==> config.mk <==
export PLATFORM = sky130hd
export DESIGN_NAME = sha256_byte_stream_hasher_flat
export DESIGN_NICKNAME = d
export VERILOG_FILES = /design/src/sha_pkg.sv /design/src/sha_in_if.sv /design/src/sha_out_if.sv /design/src/sha256_byte_stream_hasher.sv /design/src/sha_window.sv /design/src/sha_compress.sv /design/src/sha_ctrl.sv /design/src/flat_wrapper.sv
export SDC_FILE = /design/constraint.sdc
export NUM_CORES = 2
export LEC_CHECK = 0
export BUFFER_PORTS_ARGS = -buffer_cell sky130_fd_sc_hd__buf_4
export CAP_MARGIN = 20
export CORE_ASPECT_RATIO = 1.75
export CORE_MARGIN = 4
export CORE_UTILIZATION = 55
export CTS_CLUSTER_DIAMETER = 100
export DETAILED_ROUTE_END_ITERATION = 12
export PLACE_DENSITY = 0.71
export REMOVE_ABC_BUFFERS = 1
export SYNTH_ARGS = -nofsm -noshare
export SYNTH_HDL_FRONTEND = slang
export SYNTH_SLANG_ARGS = --single-unit
==> constraint.sdc <==
create_clock -name clk -period 32.2 [get_ports clk]
set_input_delay 6.44 -clock clk [delete_from_list [all_inputs] [get_ports clk]]
set_output_delay 6.44 -clock clk [all_outputs]
set_load 0.03 [all_outputs]
==> src/sha_pkg.sv <==
// Shared types, constants and SHA-256 functions for the byte stream hasher.
// Used by every module of the block; depends on nothing.
`default_nettype none

package sha_pkg;

	localparam int WORD_W   = 32;
	localparam int NUM_WORDS = 8;
	localparam int WIN_WORDS = 16;
	localparam int ROUNDS   = 64;

	localparam logic [5:0] FILL_LAST  = 6'd63;
	localparam logic [5:0] FILL_LEN   = 6'd56;
	localparam logic [5:0] ROUND_LAST = 6'd63;
	localparam logic [7:0] PAD_MARK   = 8'h80;
	localparam logic [7:0] PAD_ZERO   = 8'h00;
	localparam logic [63:0] BITS_PER_BYTE = 64'd8;

	localparam logic ACT_ABSORB = 1'b0;
	localparam logic ACT_FINISH = 1'b1;

	localparam logic [WORD_W-1:0] INIT_H [NUM_WORDS] = '{
		32'h6a09e667, 32'hbb67ae85, 32'h3c6ef372, 32'ha54ff53a,
		32'h510e527f, 32'h9b05688c, 32'h1f83d9ab, 32'h5be0cd19
	};

	localparam logic [WORD_W-1:0] ROUND_K [ROUNDS] = '{
		32'h428a2f98, 32'h71374491, 32'hb5c0fbcf, 32'he9b5dba5,
		32'h3956c25b, 32'h59f111f1, 32'h923f82a4, 32'hab1c5ed5,
		32'hd807aa98, 32'h12835b01, 32'h243185be, 32'h550c7dc3,
		32'h72be5d74, 32'h80deb1fe, 32'h9bdc06a7, 32'hc19bf174,
		32'he49b69c1, 32'hefbe4786, 32'h0fc19dc6, 32'h240ca1cc,
		32'h2de92c6f, 32'h4a7484aa, 32'h5cb0a9dc, 32'h76f988da,
		32'h983e5152, 32'ha831c66d, 32'hb00327c8, 32'hbf597fc7,
		32'hc6e00bf3, 32'hd5a79147, 32'h06ca6351, 32'h14292967,
		32'h27b70a85, 32'h2e1b2138, 32'h4d2c6dfc, 32'h53380d13,
		32'h650a7354, 32'h766a0abb, 32'h81c2c92e, 32'h92722c85,
		32'ha2bfe8a1, 32'ha81a664b, 32'hc24b8b70, 32'hc76c51a3,
		32'hd192e819, 32'hd6990624, 32'hf40e3585, 32'h106aa070,
		32'h19a4c116, 32'h1e376c08, 32'h2748774c, 32'h34b0bcb5,
		32'h391c0cb3, 32'h4ed8aa4a, 32'h5b9cca4f, 32'h682e6ff3,
		32'h748f82ee, 32'h78a5636f, 32'h84c87814, 32'h8cc70208,
		32'h90befffa, 32'ha4506ceb, 32'hbef9a3f7, 32'hc67178f2
	};

	typedef enum logic [2:0] {
		ST_IDLE,
		ST_MARK,
		ST_ZERO,
		ST_LEN,
		ST_ROUND,
		ST_ADD,
		ST_DONE
	} sha_state_t;

	typedef struct packed {
		logic       byte_load;
		logic [7:0] byte_data;
		logic       round_start;
		logic       round_en;
		logic [5:0] round_idx;
		logic       chain_add;
		logic       chain_init;
		logic       out_load;
	} sha_ctl_t;

	function automatic logic [WORD_W-1:0] ssig0(input logic [WORD_W-1:0] x);
		return {x[6:0], x[31:7]} ^ {x[17:0], x[31:18]} ^ (x >> 3);
	endfunction

	function automatic logic [WORD_W-1:0] ssig1(input logic [WORD_W-1:0] x);
		return {x[16:0], x[31:17]} ^ {x[18:0], x[31:19]} ^ (x >> 10);
	endfunction

	function automatic logic [WORD_W-1:0] bsig0(input logic [WORD_W-1:0] x);
		return {x[1:0], x[31:2]} ^ {x[12:0], x[31:13]} ^ {x[21:0], x[31:22]};
	endfunction

	function automatic logic [WORD_W-1:0] bsig1(input logic [WORD_W-1:0] x);
		return {x[5:0], x[31:6]} ^ {x[10:0], x[31:11]} ^ {x[24:0], x[31:25]};
	endfunction

	function automatic logic [WORD_W-1:0] ch_fn(input logic [WORD_W-1:0] e,
			input logic [WORD_W-1:0] f, input logic [WORD_W-1:0] g);
		return (e & f) ^ (~e & g);
	endfunction

	function automatic logic [WORD_W-1:0] maj_fn(input logic [WORD_W-1:0] a,
			input logic [WORD_W-1:0] b, input logic [WORD_W-1:0] c);
		return (a & b) ^ (a & c) ^ (b & c);
	endfunction

endpackage

`default_nettype wire

==> src/sha_in_if.sv <==
// Input channel of the hasher: one message byte or a finish command per beat.
// Depends on nothing.
`default_nettype none

interface sha_in_if;
	logic       valid;
	logic       ready;
	logic       action;
	logic [7:0] byte_value;

	modport source (output valid, output action, output byte_value, input ready);
	modport sink (input valid, input action, input byte_value, output ready);
endinterface

`default_nettype wire

==> src/sha_out_if.sv <==
// Output channel of the hasher: one 256-bit digest per beat, as eight words.
// Depends on nothing.
`default_nettype none

interface sha_out_if;
	logic        valid;
	logic        ready;
	logic [31:0] digest_word0;
	logic [31:0] digest_word1;
	logic [31:0] digest_word2;
	logic [31:0] digest_word3;
	logic [31:0] digest_word4;
	logic [31:0] digest_word5;
	logic [31:0] digest_word6;
	logic [31:0] digest_word7;

	modport source (output valid, output digest_word0, output digest_word1,
		output digest_word2, output digest_word3, output digest_word4,
		output digest_word5, output digest_word6, output digest_word7, input ready);
	modport sink (input valid, input digest_word0, input digest_word1,
		input digest_word2, input digest_word3, input digest_word4,
		input digest_word5, input digest_word6, input digest_word7, output ready);
endinterface

`default_nettype wire

==> src/sha256_byte_stream_hasher.sv <==
// SHA-256 byte stream hasher: one message byte accepted per cycle while the block buffer fills.
// The 64th byte of a block is followed by 64 rounds of the shared round unit and one add.
// A finish beat is followed by the 0x80 marker byte, the zero bytes up to byte 56, the 8 length
// bytes, the compression of each full block and the loading of the digest, which waits while
// the digest register is held. No byte is accepted while a block is being compressed.
// Reset (arst_n low, asynchronous) loads the initial hash values and clears all counters.
`default_nettype none

module sha256_byte_stream_hasher
	import sha_pkg::*;
(
	input  wire logic clk,
	input  wire logic arst_n,
	sha_in_if.sink    msg,
	sha_out_if.source digest
);

	// The sequencer owns every counter: the block fill level, the round index and the
	// 64-bit message bit count. During padding it generates the 0x80 marker, the zero
	// bytes and the big-endian length itself, so the datapath sees one byte stream.
	sha_ctl_t          ctl;
	logic [WORD_W-1:0] w_cur;
	logic [WORD_W-1:0] chain [NUM_WORDS];
	logic [WORD_W-1:0] dig_q [NUM_WORDS];

	sha_ctrl u_ctrl (
		.clk       (clk),
		.arst_n    (arst_n),
		.in_valid  (msg.valid),
		.in_action (msg.action),
		.in_byte   (msg.byte_value),
		.in_ready  (msg.ready),
		.out_ready (digest.ready),
		.out_valid (digest.valid),
		.ctl       (ctl)
	);

	// The window doubles as the block buffer and the 16-word schedule: bytes shift in
	// during intake, and during the rounds each new schedule word shifts in behind.
	sha_window u_window (
		.clk   (clk),
		.ctl   (ctl),
		.w_cur (w_cur)
	);

	// One round per cycle through a single shared round unit.
	sha_compress u_compress (
		.clk    (clk),
		.arst_n (arst_n),
		.ctl    (ctl),
		.w_cur  (w_cur),
		.chain  (chain)
	);

	// The digest sits in its own register, so a new message can be absorbed while the
	// previous digest still waits to be taken. A second finish waits in its last state
	// until this register is free.
	always_ff @(posedge clk) begin
		if (ctl.out_load) begin
			dig_q <= chain;
		end
	end

	assign digest.digest_word0 = dig_q[0];
	assign digest.digest_word1 = dig_q[1];
	assign digest.digest_word2 = dig_q[2];
	assign digest.digest_word3 = dig_q[3];
	assign digest.digest_word4 = dig_q[4];
	assign digest.digest_word5 = dig_q[5];
	assign digest.digest_word6 = dig_q[6];
	assign digest.digest_word7 = dig_q[7];

endmodule

`default_nettype wire

==> src/sha_window.sv <==
// Message window: gathers bytes into a 16-word block and expands the schedule.
// Depends on sha_pkg.
`default_nettype none

module sha_window
	import sha_pkg::*;
(
	input  wire logic              clk,
	input  wire sha_ctl_t          ctl,
	output logic [WORD_W-1:0]      w_cur
);

	// Entry 15 is the oldest word, the one the current round consumes.
	logic [WIN_WORDS-1:0][WORD_W-1:0] win_q;
	logic [WORD_W-1:0]                w_new;

	// W[t+16] from W[t], W[t+1], W[t+9] and W[t+14].
	assign w_new = win_q[15] + ssig0(win_q[14]) + win_q[6] + ssig1(win_q[1]);
	assign w_cur = win_q[15];

	always_ff @(posedge clk) begin
		if (ctl.byte_load) begin
			win_q <= {win_q[15][23:0], win_q[14:0], ctl.byte_data};
		end else if (ctl.round_en) begin
			win_q <= {win_q[14:0], w_new};
		end
	end

endmodule

`default_nettype wire

==> src/sha_compress.sv <==
// Compression unit: working variables, one shared round per cycle, chaining words.
// Depends on sha_pkg.
`default_nettype none

module sha_compress
	import sha_pkg::*;
(
	input  wire logic              clk,
	input  wire logic              arst_n,
	input  wire sha_ctl_t          ctl,
	input  wire logic [WORD_W-1:0] w_cur,
	output logic [WORD_W-1:0]      chain [NUM_WORDS]
);

	logic [WORD_W-1:0] h_q [NUM_WORDS];
	logic [WORD_W-1:0] r_q [NUM_WORDS];
	logic [WORD_W-1:0] t1;
	logic [WORD_W-1:0] t2;

	assign t1 = r_q[7] + bsig1(r_q[4]) + ch_fn(r_q[4], r_q[5], r_q[6])
		+ ROUND_K[ctl.round_idx] + w_cur;
	assign t2 = bsig0(r_q[0]) + maj_fn(r_q[0], r_q[1], r_q[2]);

	always_ff @(posedge clk or negedge arst_n) begin
		if (!arst_n) begin
			for (int i = 0; i < NUM_WORDS; i++) begin
				h_q[i] <= INIT_H[i];
			end
		end else if (ctl.chain_init) begin
			for (int i = 0; i < NUM_WORDS; i++) begin
				h_q[i] <= INIT_H[i];
			end
		end else if (ctl.chain_add) begin
			for (int i = 0; i < NUM_WORDS; i++) begin
				h_q[i] <= h_q[i] + r_q[i];
			end
		end
	end

	always_ff @(posedge clk) begin
		if (ctl.round_start) begin
			r_q <= h_q;
		end else if (ctl.round_en) begin
			r_q[0] <= t1 + t2;
			r_q[1] <= r_q[0];
			r_q[2] <= r_q[1];
			r_q[3] <= r_q[2];
			r_q[4] <= r_q[3] + t1;
			r_q[5] <= r_q[4];
			r_q[6] <= r_q[5];
			r_q[7] <= r_q[6];
		end
	end

	assign chain = h_q;

endmodule

`default_nettype wire

==> src/sha_ctrl.sv <==
// Sequencer: byte intake, padding, round counting and the result handshake.
// Depends on sha_pkg; drives sha_window and sha_compress through sha_ctl_t.
`default_nettype none

module sha_ctrl
	import sha_pkg::*;
(
	input  wire logic       clk,
	input  wire logic       arst_n,
	input  wire logic       in_valid,
	input  wire logic       in_action,
	input  wire logic [7:0] in_byte,
	output logic            in_ready,
	input  wire logic       out_ready,
	output logic            out_valid,
	output sha_ctl_t        ctl
);

	sha_state_t  state_q, state_d;
	sha_state_t  ret_q, ret_d;
	logic [5:0]  fill_q;
	logic [5:0]  rnd_q;
	logic [63:0] bits_q;
	logic        out_valid_q;
	logic        out_free;
	logic        absorb;

	assign out_free = !out_valid_q || out_ready;
	assign absorb   = (state_q == ST_IDLE) && in_valid && (in_action == ACT_ABSORB);

	always_comb begin
		state_d = state_q;
		ret_d   = ret_q;
		unique case (state_q)
			ST_IDLE: begin
				if (in_valid) begin
					if (in_action == ACT_FINISH) begin
						state_d = ST_MARK;
					end else if (fill_q == FILL_LAST) begin
						state_d = ST_ROUND;
						ret_d   = ST_IDLE;
					end
				end
			end
			ST_MARK: begin
				state_d = ST_ZERO;
				if (fill_q == FILL_LAST) begin
					state_d = ST_ROUND;
					ret_d   = ST_ZERO;
				end
			end
			ST_ZERO: begin
				if (fill_q == FILL_LEN) begin
					state_d = ST_LEN;
				end else if (fill_q == FILL_LAST) begin
					state_d = ST_ROUND;
					ret_d   = ST_ZERO;
				end
			end
			ST_LEN: begin
				if (fill_q == FILL_LAST) begin
					state_d = ST_ROUND;
					ret_d   = ST_DONE;
				end
			end
			ST_ROUND: begin
				if (rnd_q == ROUND_LAST) begin
					state_d = ST_ADD;
				end
			end
			ST_ADD: begin
				state_d = ret_q;
			end
			ST_DONE: begin
				if (out_free) begin
					state_d = ST_IDLE;
				end
			end
			default: begin
				state_d = ST_IDLE;
			end
		endcase
	end

	always_comb begin
		ctl      = '0;
		in_ready = 1'b0;
		unique case (state_q)
			ST_IDLE: begin
				in_ready = 1'b1;
				if (absorb) begin
					ctl.byte_load = 1'b1;
					ctl.byte_data = in_byte;
				end
			end
			ST_MARK: begin
				ctl.byte_load = 1'b1;
				ctl.byte_data = PAD_MARK;
			end
			ST_ZERO: begin
				if (fill_q != FILL_LEN) begin
					ctl.byte_load = 1'b1;
					ctl.byte_data = PAD_ZERO;
				end
			end
			ST_LEN: begin
				ctl.byte_load = 1'b1;
				ctl.byte_data = bits_q[63:56];
			end
			ST_ROUND: begin
				ctl.round_en  = 1'b1;
				ctl.round_idx = rnd_q;
			end
			ST_ADD: begin
				ctl.chain_add = 1'b1;
			end
			ST_DONE: begin
				ctl.out_load   = out_free;
				ctl.chain_init = out_free;
			end
			default: begin
				ctl = '0;
			end
		endcase
		ctl.round_start = ctl.byte_load && (fill_q == FILL_LAST);
	end

	always_ff @(posedge clk or negedge arst_n) begin
		if (!arst_n) begin
			state_q     <= ST_IDLE;
			ret_q       <= ST_IDLE;
			fill_q      <= '0;
			rnd_q       <= '0;
			bits_q      <= '0;
			out_valid_q <= 1'b0;
		end else begin
			state_q <= state_d;
			ret_q   <= ret_d;
			if (ctl.byte_load) begin
				fill_q <= fill_q + 6'd1;
			end
			if (ctl.round_en) begin
				rnd_q <= rnd_q + 6'd1;
			end
			if (ctl.chain_init) begin
				bits_q <= '0;
			end else if (absorb) begin
				bits_q <= bits_q + BITS_PER_BYTE;
			end else if (state_q == ST_LEN) begin
				bits_q <= {bits_q[55:0], 8'h00};
			end
			if (ctl.out_load) begin
				out_valid_q <= 1'b1;
			end else if (out_ready) begin
				out_valid_q <= 1'b0;
			end
		end
	end

	assign out_valid = out_valid_q;

	a_round_start: assert property (@(posedge clk) disable iff (!arst_n)
		ctl.round_start |=> (state_q == ST_ROUND) && (rnd_q == 6'd0))
		else $error("compression did not start at round zero");

	a_add_empty: assert property (@(posedge clk) disable iff (!arst_n)
		(state_q == ST_ADD) |-> (fill_q == 6'd0))
		else $error("block not empty while adding chaining words");

	a_len_pos: assert property (@(posedge clk) disable iff (!arst_n)
		(state_q == ST_LEN) |-> (fill_q >= FILL_LEN))
		else $error("length bytes placed before byte 56");

	a_out_load: assert property (@(posedge clk) disable iff (!arst_n)
		ctl.out_load |=> out_valid_q && (state_q == ST_IDLE))
		else $error("digest load did not raise valid and return to idle");

endmodule

`default_nettype wire
==> src/flat_wrapper.sv <==
// flat-port wrapper written by rule: the top's interface ports become plain ports
module sha256_byte_stream_hasher_flat import sha_pkg::*;
  (clk, arst_n, msg_valid, msg_action, msg_byte_value, msg_ready, digest_valid, digest_digest_word0, digest_digest_word1, digest_digest_word2, digest_digest_word3, digest_digest_word4, digest_digest_word5, digest_digest_word6, digest_digest_word7, digest_ready);
  sha_in_if msg_i ();
  sha_out_if digest_i ();
  input  wire logic clk;
  input  wire logic arst_n;
  input wire logic [$bits(msg_i.valid)-1:0] msg_valid;
  input wire logic [$bits(msg_i.action)-1:0] msg_action;
  input wire logic [$bits(msg_i.byte_value)-1:0] msg_byte_value;
  output wire logic [$bits(msg_i.ready)-1:0] msg_ready;
  output wire logic [$bits(digest_i.valid)-1:0] digest_valid;
  output wire logic [$bits(digest_i.digest_word0)-1:0] digest_digest_word0;
  output wire logic [$bits(digest_i.digest_word1)-1:0] digest_digest_word1;
  output wire logic [$bits(digest_i.digest_word2)-1:0] digest_digest_word2;
  output wire logic [$bits(digest_i.digest_word3)-1:0] digest_digest_word3;
  output wire logic [$bits(digest_i.digest_word4)-1:0] digest_digest_word4;
  output wire logic [$bits(digest_i.digest_word5)-1:0] digest_digest_word5;
  output wire logic [$bits(digest_i.digest_word6)-1:0] digest_digest_word6;
  output wire logic [$bits(digest_i.digest_word7)-1:0] digest_digest_word7;
  input wire logic [$bits(digest_i.ready)-1:0] digest_ready;
  assign msg_i.valid = msg_valid;
  assign msg_i.action = msg_action;
  assign msg_i.byte_value = msg_byte_value;
  assign msg_ready = msg_i.ready;
  assign digest_valid = digest_i.valid;
  assign digest_digest_word0 = digest_i.digest_word0;
  assign digest_digest_word1 = digest_i.digest_word1;
  assign digest_digest_word2 = digest_i.digest_word2;
  assign digest_digest_word3 = digest_i.digest_word3;
  assign digest_digest_word4 = digest_i.digest_word4;
  assign digest_digest_word5 = digest_i.digest_word5;
  assign digest_digest_word6 = digest_i.digest_word6;
  assign digest_digest_word7 = digest_i.digest_word7;
  assign digest_i.ready = digest_ready;
  sha256_byte_stream_hasher u_core (.clk(clk), .arst_n(arst_n), .msg(msg_i), .digest(digest_i));
endmodule
==> results.ini <==
[grt]
grt_max_degree=179
gr-total-overflow=0
grt_pass1_wl_um=384000
gr-usage-all-layers_pct=32.2
grt_pass1_vias=63400
antenna_found_initial=3

[synthesis]
synth-simple-area-share_pct=17.1
netlist.area_leader.share_pct=37.6
ys_seq_elements=1359
yosysTopAreaCell=edfxtp_1
synth_seq_area_share_pct=48.1
synth_edf_count=1024
synth_compound_area_share_pct=13.5
synthTopCellsByArea=edfxtp_1 38%, nand2_1 11%, dfrtp_1 6.1%
synth_mux_area_share_pct=0.490
synthArstFlopShare_pct=24.7
yosysUniqueCellTypes=95
syn-mean-instance-area_um2=9.55
synthCells=8551
synth_adder_area_share_pct=10.8
ys_warn_count=0
synth_area_mm2=0.0817
synth-xor-area-share_pct=6.15
synthFlopType=edfxtp_1
synth_top_family_by_area=simple AND/OR/NAND/NOR gates

[sta]
finalHoldViolations=0
max_slew.worst_pin.slew_ns=1.18
grt_setup_unrepaired=false
timing.hold.ws_ns=0.479
relSlewSlack_pct=20.3
timing.final.crit_share_pct=35.4
fin_skew_ns=0.0622
drv_slew=0
final.min_clock_period_ns=11.41
max_freq_mhz=87.6
setup_violations=0

[finish]
final_nets=9170
finalNonFillerCells=10700
layout-drive-gt1-share_pct=9.06
layout_common_cells=2371 x nand2_1, 1024 x edfxtp_1, 537 x a21oi_1
final_common_cell=nand2_1
fillers=12400
utilization_pct=60.7
area_delta_synth_final_pct=9.55

[floorplan]
start_util_pct=55.5
core_area_mm2=0.147
dieArea_mm2=0.155
die_h_um=518
io_pins=271
die_x_um=299
fp-row-count=186

[status]
status=finished, final reports clean

[pwr]
ir_drop_v=0.0000556
switchingPower_mw=0.701
swShare_pct=20.5
power_frac_clock_pct=45.1
total_power_mw=3.42
p_int_mw=2.72
comb_power_share_pct=0.3
power.leakage_nw=38.5
seqPwrFrac_pct=54.6
power.density_mw_per_mm2=38.2

[routing]
avgRoutedWirePerCell_um=23.9
ant_nets=0
drt_iter0_drc=5447
routed-via-count=64000
drcViolationCount=0
vias_per_cell=6.01
wirelength_um=255000
drtPass1Iterations=7

[clock_network]
cts_num_sinks=1359
cts_root_buffer=clkbuf_16
hold_buffers=0
cts_tree=built
clk_latency_ns=0.78
cts_buffers=121
post_cts.repair.setup_buffers=0
clk_pin_slew_ns=0.07
post_cts_resized=0
cts_max_level=3
clockBufferDepth=3

[placement]
gp_congestion=0.988
dp_hpwl_um=185000
port_buffers=270
dp_cells=10400

[critical_path]
rr_startpoint=u_core.u_ctrl.state_q[0]
required_ns=32.57
arrival_ns=11.79
worstSetupStartpoint=msg_action
cp-end-kind=flip-flop
crit_type=in2reg
start_kind=input port
cp_max_fo=90

[hold_path]
min-delay-start=u_core.u_ctrl.fill_q[5]
hp-class=reg2reg

[job]
drv_cap=0

==> per-stage QoR <==
step | instance area [um2] | TNS (ns) | setup WS, ns
6_report | 89500 | 0 | 20.79
5_1_grt | 89500 | 0 | 20.19
4_1_cts | 89400 | 0 | 20.22
3_5_place_dp | 85200 | 0 | 19.38
3_3_place_gp | 85200 | 0 | 19.59
2_1_floorplan | 79900 | -4339.55 | -8.39
==> path summary, 6_finish.rpt <==
| path | endpoint | slack [ns] | depth (start not counted) |
|---|---|---|---|
| worst max register to register | u_core.u_compress.r_q[255] | 20.79 | 46 |
| worst max-delay path | u_core.u_window.win_q[116] | 20.79 | 9 |
| worst min-delay path | u_core.u_ctrl.fill_q[5] | 0.48 | 1 |
| worst min register to register | u_core.u_ctrl.fill_q[5] | 0.48 | 1 |
| min in group asynchronous | u_core.u_compress.chain[50] | 5.63 | 1 |
| max in group asynchronous | u_core.u_ctrl.bits_q[59] | 24.28 | 3 |
==> metal layers <==
metal / part of all wire [%] / GRT usage [%] / vias to the layer above
met1: 38 / 39.5 / 31400
met3: 6.2 / 4.38 / 614
met4: 6.3 / 17.4 / 2
met2: 49 / 55.2 / 2359
li1: - / - / 29600
met5: 0.0035 / 0 / -
==> registers in the layout (all words and copies together), names as in the netlist <==
name                        count
u_core.u_window.win_q         480
u_core.u_compress.chain       256
u_core.u_compress.r_q         256
u_core.u_ctrl.bits_q           61
u_core.digest.digest_word0     32
u_core.digest.digest_word1     32
u_core.digest.digest_word2     32
u_core.digest.digest_word3     32
u_core.digest.digest_word4     32
u_core.digest.digest_word5     32
u_core.digest.digest_word6     32
u_core.digest.digest_word7     32
u_core.u_window.w_cur          32
u_core.u_ctrl.fill_q            6
u_core.u_ctrl.rnd_q             6
u_core.u_ctrl.state_q           3
u_core.u_ctrl.ret_q             2
u_core.u_ctrl.out_valid         1
==> final cells by class <==
class	instances	area [um2]	share of cell area, %
antenna	2	5.00	0.00559
clock buffer	145	3200	3.58
clock inverter	87	960	1.07
inverter	346	1310	1.46
multi-input combinational	6370	39400	44.0
sequential	1359	39300	43.9
tap	1974	2470	2.76
timing repair buffer	373	2890	3.23
==> critical path, cell delays in order <==
cell	delay, ns
buf_4	0.13
nand2b_1	0.14
a21oi_1	0.34
nand2_4	0.55
nand2_4	0.57
buf_4	0.87
buf_4	0.91
buf_4	0.82
buf_4	0.76
==> power groups by stage <==
stage	logic, mW	clock network (mW)	registers (mW)
floorplan	0.000147	0	1.90
finish	0.0114	1.54	1.86
global route	0.0130	1.63	1.86
detailed placement	0.0119	0	1.90
global placement	0.0119	0	1.90
CTS	0.0119	1.56	1.86
==> Yosys cell counts, drive strengths merged (160+ instances only) <==
cell,instances
a21o,160
a21oi,538
clkbuf,438
dfrtp,199
edfxtp,1024
fa,195
ha,391
inv,343
nand2,2379
nor2,376
o21ai,528
xnor2,350
xor2,221
==> kinds of logic after synthesis <==
family,after synthesis
and+or+nand+nor,3385
xor gates and xnor gates,572
DFF,1359
AOI/OAI and AO/OA,1786
adders and majority gates,589
buffers and inverters,822
muxes,38
Note: power is estimated with default switching activity, not from simulation.
